[config.mk]
export PLATFORM = sky130hd
export DESIGN_NAME = rtpw_ctrl
export DESIGN_NICKNAME = d
export VERILOG_FILES = /design/src/sv/rtpw_pkg.sv /design/src/sv/rtpw_ctrl.sv
export SDC_FILE = /design/constraint.sdc
export NUM_CORES = 1
export LEC_CHECK = 0
export BUFFER_PORTS_ARGS = -buffer_cell sky130_fd_sc_hd__buf_4
export CAP_MARGIN = 20
export CELL_PAD_IN_SITES_DETAIL_PLACEMENT = 1
export CELL_PAD_IN_SITES_GLOBAL_PLACEMENT = 2
export CORE_AREA = 2 2 39 41
export CTS_BUF_LIST = sky130_fd_sc_hd__clkbuf_8
export DETAILED_ROUTE_END_ITERATION = 7
export DIE_AREA = 0 0 41 43
export PLACE_DENSITY = 0.61
export SLEW_MARGIN = 20
export SYNTH_ARGS = -nofsm -noshare
export SYNTH_HDL_FRONTEND = slang
export SYNTH_SLANG_ARGS = --single-unit
[constraint.sdc]
create_clock -name clk -period 1.3 [get_ports clk]
set_input_delay 0.13 -clock clk [delete_from_list [all_inputs] [get_ports clk]]
set_output_delay 0.13 -clock clk [all_outputs]
set_load 0.02 [all_outputs]
[src/sv/rtpw_pkg.sv]
// shared types and constants for the rotated two-plane pixel writer
package rtpw_pkg;

    localparam int PANEL_WIDTH_DEF  = 264;
    localparam int PANEL_HEIGHT_DEF = 176;

    localparam int COORD_W    = 11;
    localparam int SHADE_W    = 2;
    localparam int ROT_W      = 2;
    localparam int BYTE_W     = 8;
    localparam int ADDR_OUT_W = 13;
    localparam int IN_DATA_W  = 24;
    localparam int OUT_DATA_W = 32;
    localparam int OUT_PAD_W  = OUT_DATA_W - (1 + ADDR_OUT_W + 2 * BYTE_W);

    typedef struct packed {
        logic clear_en;
        logic load_in;
        logic calc_en;
        logic mul_en;
        logic rd_en;
        logic commit;
    } cmd_t;

    typedef struct packed {
        logic clear_last;
        logic out_free;
    } status_t;

endpackage

[src/sv/rtpw_ctrl.sv]
// sequencing controller: plane clearing and per-pixel read-modify-write steps
module rtpw_ctrl (
    input  logic             clk,
    input  logic             rst_n,
    input  logic             s_tvalid,
    output logic             s_tready,
    input  rtpw_pkg::status_t status,
    output rtpw_pkg::cmd_t    cmd
);

    import rtpw_pkg::*;

    typedef enum logic [2:0] {
        ST_CLEAR,
        ST_IDLE,
        ST_CALC,
        ST_MUL,
        ST_READ,
        ST_COMMIT
    } state_t;

    state_t state_reg;
    state_t state_next;

    always_comb
    begin
        state_next = state_reg;
        cmd        = '0;
        s_tready   = 1'b0;
        unique case (state_reg)
            ST_CLEAR:
            begin
                cmd.clear_en = 1'b1;
                if (status.clear_last)
                begin
                    state_next = ST_IDLE;
                end
            end
            ST_IDLE:
            begin
                s_tready    = 1'b1;
                cmd.load_in = s_tvalid;
                if (s_tvalid)
                begin
                    state_next = ST_CALC;
                end
            end
            ST_CALC:
            begin
                cmd.calc_en = 1'b1;
                state_next  = ST_MUL;
            end
            ST_MUL:
            begin
                cmd.mul_en = 1'b1;
                state_next = ST_READ;
            end
            ST_READ:
            begin
                cmd.rd_en  = 1'b1;
                state_next = ST_COMMIT;
            end
            ST_COMMIT:
            begin
                if (status.out_free)
                begin
                    cmd.commit = 1'b1;
                    state_next = ST_IDLE;
                end
            end
            default:
            begin
                state_next = ST_CLEAR;
            end
        endcase
    end

    always_ff @(posedge clk or negedge rst_n)
    begin
        if (!rst_n)
        begin
            state_reg <= ST_CLEAR;
        end
        else
        begin
            state_reg <= state_next;
        end
    end

endmodule

==> metrics.md <==
| Metric | Value |
|---|---|
| PnR worst setup slack | `-0.0313 ns` |
| Final WL | `618 um` |
| GRT Util Overall | `0.0855` |
| Syn Nets | `28` |
| Setup WS pre-CTS | `0.123 ns` |
| CTS tree | `yes` |
| Die area | `0.00176 mm^2` |
| Net Sw Frac | `0.366` |
| Synth Flop Type | `dfrtp_1` |
| Clock H-tree levels | `1` |
| Crit path DAT | `1.20 ns` |
| Yosys top cell area share | `0.366` |
| Io pins | `12` |
| Vias per cell | `3.93` |
| Final Instance Area | `409 um^2` |
| Reg power frac | `0.176` |
| Skew-Pair Late Insertion Delay | `0.21 ns` |
| Dpl cell area | `308 um^2` |
| Pint | `0.672 mW` |
| Initial core utilization | `0.148` |
| Yosys cell types | `16` |
| Pin count of the biggest net entering global routing | `11` |
| Residual DRC count | `0` |
| Worst hold margin | `0.164 ns` |
| Vias in the first global route | `227` |
| Yosys top cell by area | `dfrtp_1` |
| WL/cell | `10.5 um` |
| HP Class | `in -> reg` |
| Status | `finished, violations left` |
| GR Overflow Total | `0` |
| Top cells by count, synth | `3 x a21oi_1, 3 x dfrtp_1, 2 x inv_1, 2 x nor2_1, 2 x nor3_1` |
| Clk pwr share | `0.245` |
| Worst setup EP type | `primary output` |
| Max Slew Vio Count | `0` |
| Mapped Cells | `23` |
| WP data required | `1.17 ns` |
| Max Buffers Root-to-Sink | `2` |
| Core area | `0.00138 mm^2` |
| Die height | `43 um` |
| Worst-path fanout max | `3` |
| Fmax | `751 MHz` |
| Row count | `14` |
| Clk_skew | `0.00115 ns` |
| P_leak | `0.209 nW` |
| DRT Pass-1 Iters | `2` |
| First-pass GRT wire length | `945 um` |
| Failing checks | `negative setup slack` |
| DRT antenna net count | `0` |
| Ant. Diodes | `0` |
| Worst Tran Pin Value | `0.246 ns` |
| Gate power share | `0.579` |
| DR iter-0 viols | `1` |
| Register bit total from synthesis | `3` |
| Number of clock sinks | `3` |
| Placer Congestion | `0.550` |
| Max FFs per register | `3` |
| Fin. Hold Viols | `0` |
| Fraction of final layout cells with drive strength greater than 1 | `0.628` |
| Final setup viols | `2` |
| Pwr dens | `2590 mW/mm^2` |
| Slew HR | `0.834` |
| Syn_area_per_cell | `8.92 um^2` |
| Fillers | `163` |
| Ys async rst share | `1.00` |
| Max Cap Viol | `0` |
| Top post-synthesis cells by area | `dfrtp_1 37%, a21oi_1 7.3%, nor2b_4 6.7%` |
| Post-layout util | `0.296` |
| Peak VDD IR | `0.000789 V` |
| Post-synth EDFFs | `0` |
| Detailed-route via count | `232` |
| HPWL Detailed | `422 um` |
| Min cycle time layout | `1.33 ns` |
| Clock root cell | `clkbuf_8` |
| Die width | `41 um` |
| Area growth, synth to finish | `99.4%` |
| Clk slew on worst S/H paths | `0.03 ns` |
| Mapped Area | `205 um^2` |
| Port bufs | `11` |
| CTS Buf Count | `3` |
| Yosys warning count | `0` |
| Switching power | `0.388 mW` |
| Fin crit share | `1.02` |
| Critical path class | `reg -> out` |
| Sequential area share after synthesis | `0.366` |
| Crit path launch type | `register` |
| RSZ-0062 raised after global routing | `yes` |
| Nets@finish | `49` |
| Initial antenna violation count | `0` |
==> routing by layer <==
layer	share of wire	wire length (um)	GRT usage	up-vias
met5	0	0	0	-
met1	0.46	286	0.104	102
li1	-	-	-	118
met2	0.44	269	0.100	12
met3	0.10	62	0.0471	0
met4	0	0	0.0800	0
==> critical path, cell delays in order, from the launching register on <==
cell	delay, ns
dfrtp_1	0.37
and2b_1	0.22
nor2b_4	0.15
and2_4	0.14
buf_6	0.10
==> timing repair <==
item / in CTS / in global routing
hold buffers: 1 / 0
endpoints found under the setup margin: 4 / 7
buffers inserted: 3 / 1
gates resized for setup: 3 / 3
endpoints found under the hold margin: 3 / 0
pin swaps: 1 / 0
==> per-stage QoR <==
step / cells / setup TNS (ns) / power (mW)
finish: 59 / -0.0439 / 1.06
global route: 59 / -0.223 / 1.14
CTS: 58 / -0.0638 / 1.04
detailed placement: 50 / 0 / 0.680
global placement: 50 / 0 / 0.670
floorplan: 23 / 0 / 0.494
==> power by group through the flow <==
stage                     Combinational, mW  Clock, mW  Sequential, mW
final                                 0.613      0.259           0.187
after global routing                  0.667      0.278           0.195
after CTS                             0.581      0.269           0.187
after detailed placement              0.481          0           0.199
after global placement                0.478          0           0.192
after floorplan                       0.327          0           0.167
==> cell type report <==
| cell class | count | area (um^2) | area share |
|---|---|---|---|
| repair buffers | 17 | 138 | 0.336 |
| multi-input cells | 17 | 123 | 0.300 |
| flip-flops and latches | 3 | 76.3 | 0.187 |
| clock buffers | 3 | 41.3 | 0.101 |
| well taps | 16 | 20.0 | 0.0489 |
| inverters | 2 | 7.51 | 0.0183 |
| clock inverters | 1 | 3.75 | 0.00917 |
==> path summary, 6_finish.rpt <==
| kind | startpoint | endpoint | slack, ns | cells past startpoint |
|---|---|---|---|---|
| max in group asynchronous | rst_n | state_reg[2] | 0.95 | 2 |
| worst max-delay path | state_reg[1] | cmd[4] | -0.03 | 4 |
| min in group asynchronous | rst_n | state_reg[1] | 0.24 | 2 |
| worst min register to register | state_reg[2] | state_reg[1] | 0.59 | 1 |
| worst min-delay path | status[1] | state_reg[0] | 0.16 | 3 |
| worst max register to register | state_reg[0] | state_reg[1] | 0.15 | 5 |
==> logic make-up after synthesis <==
logic type / share of synthesized area
AO/OA/AOI/OAI: 0.116
flip-flops: 0.366
AND/OR/NAND/NOR: 0.445
buffers and inverters: 0.0732
==> cell usage in the layout (no fill, tap or decap), drive strengths merged, types with 2 or more instances in the layout <==
master / n
buf: 16
a21oi: 3
clkbuf: 3
inv: 3
dfrtp: 3
nor3b: 2
nor3: 2
nor2: 2
and2b: 2
No activity file was read; power rests on OpenSTA's default activity.
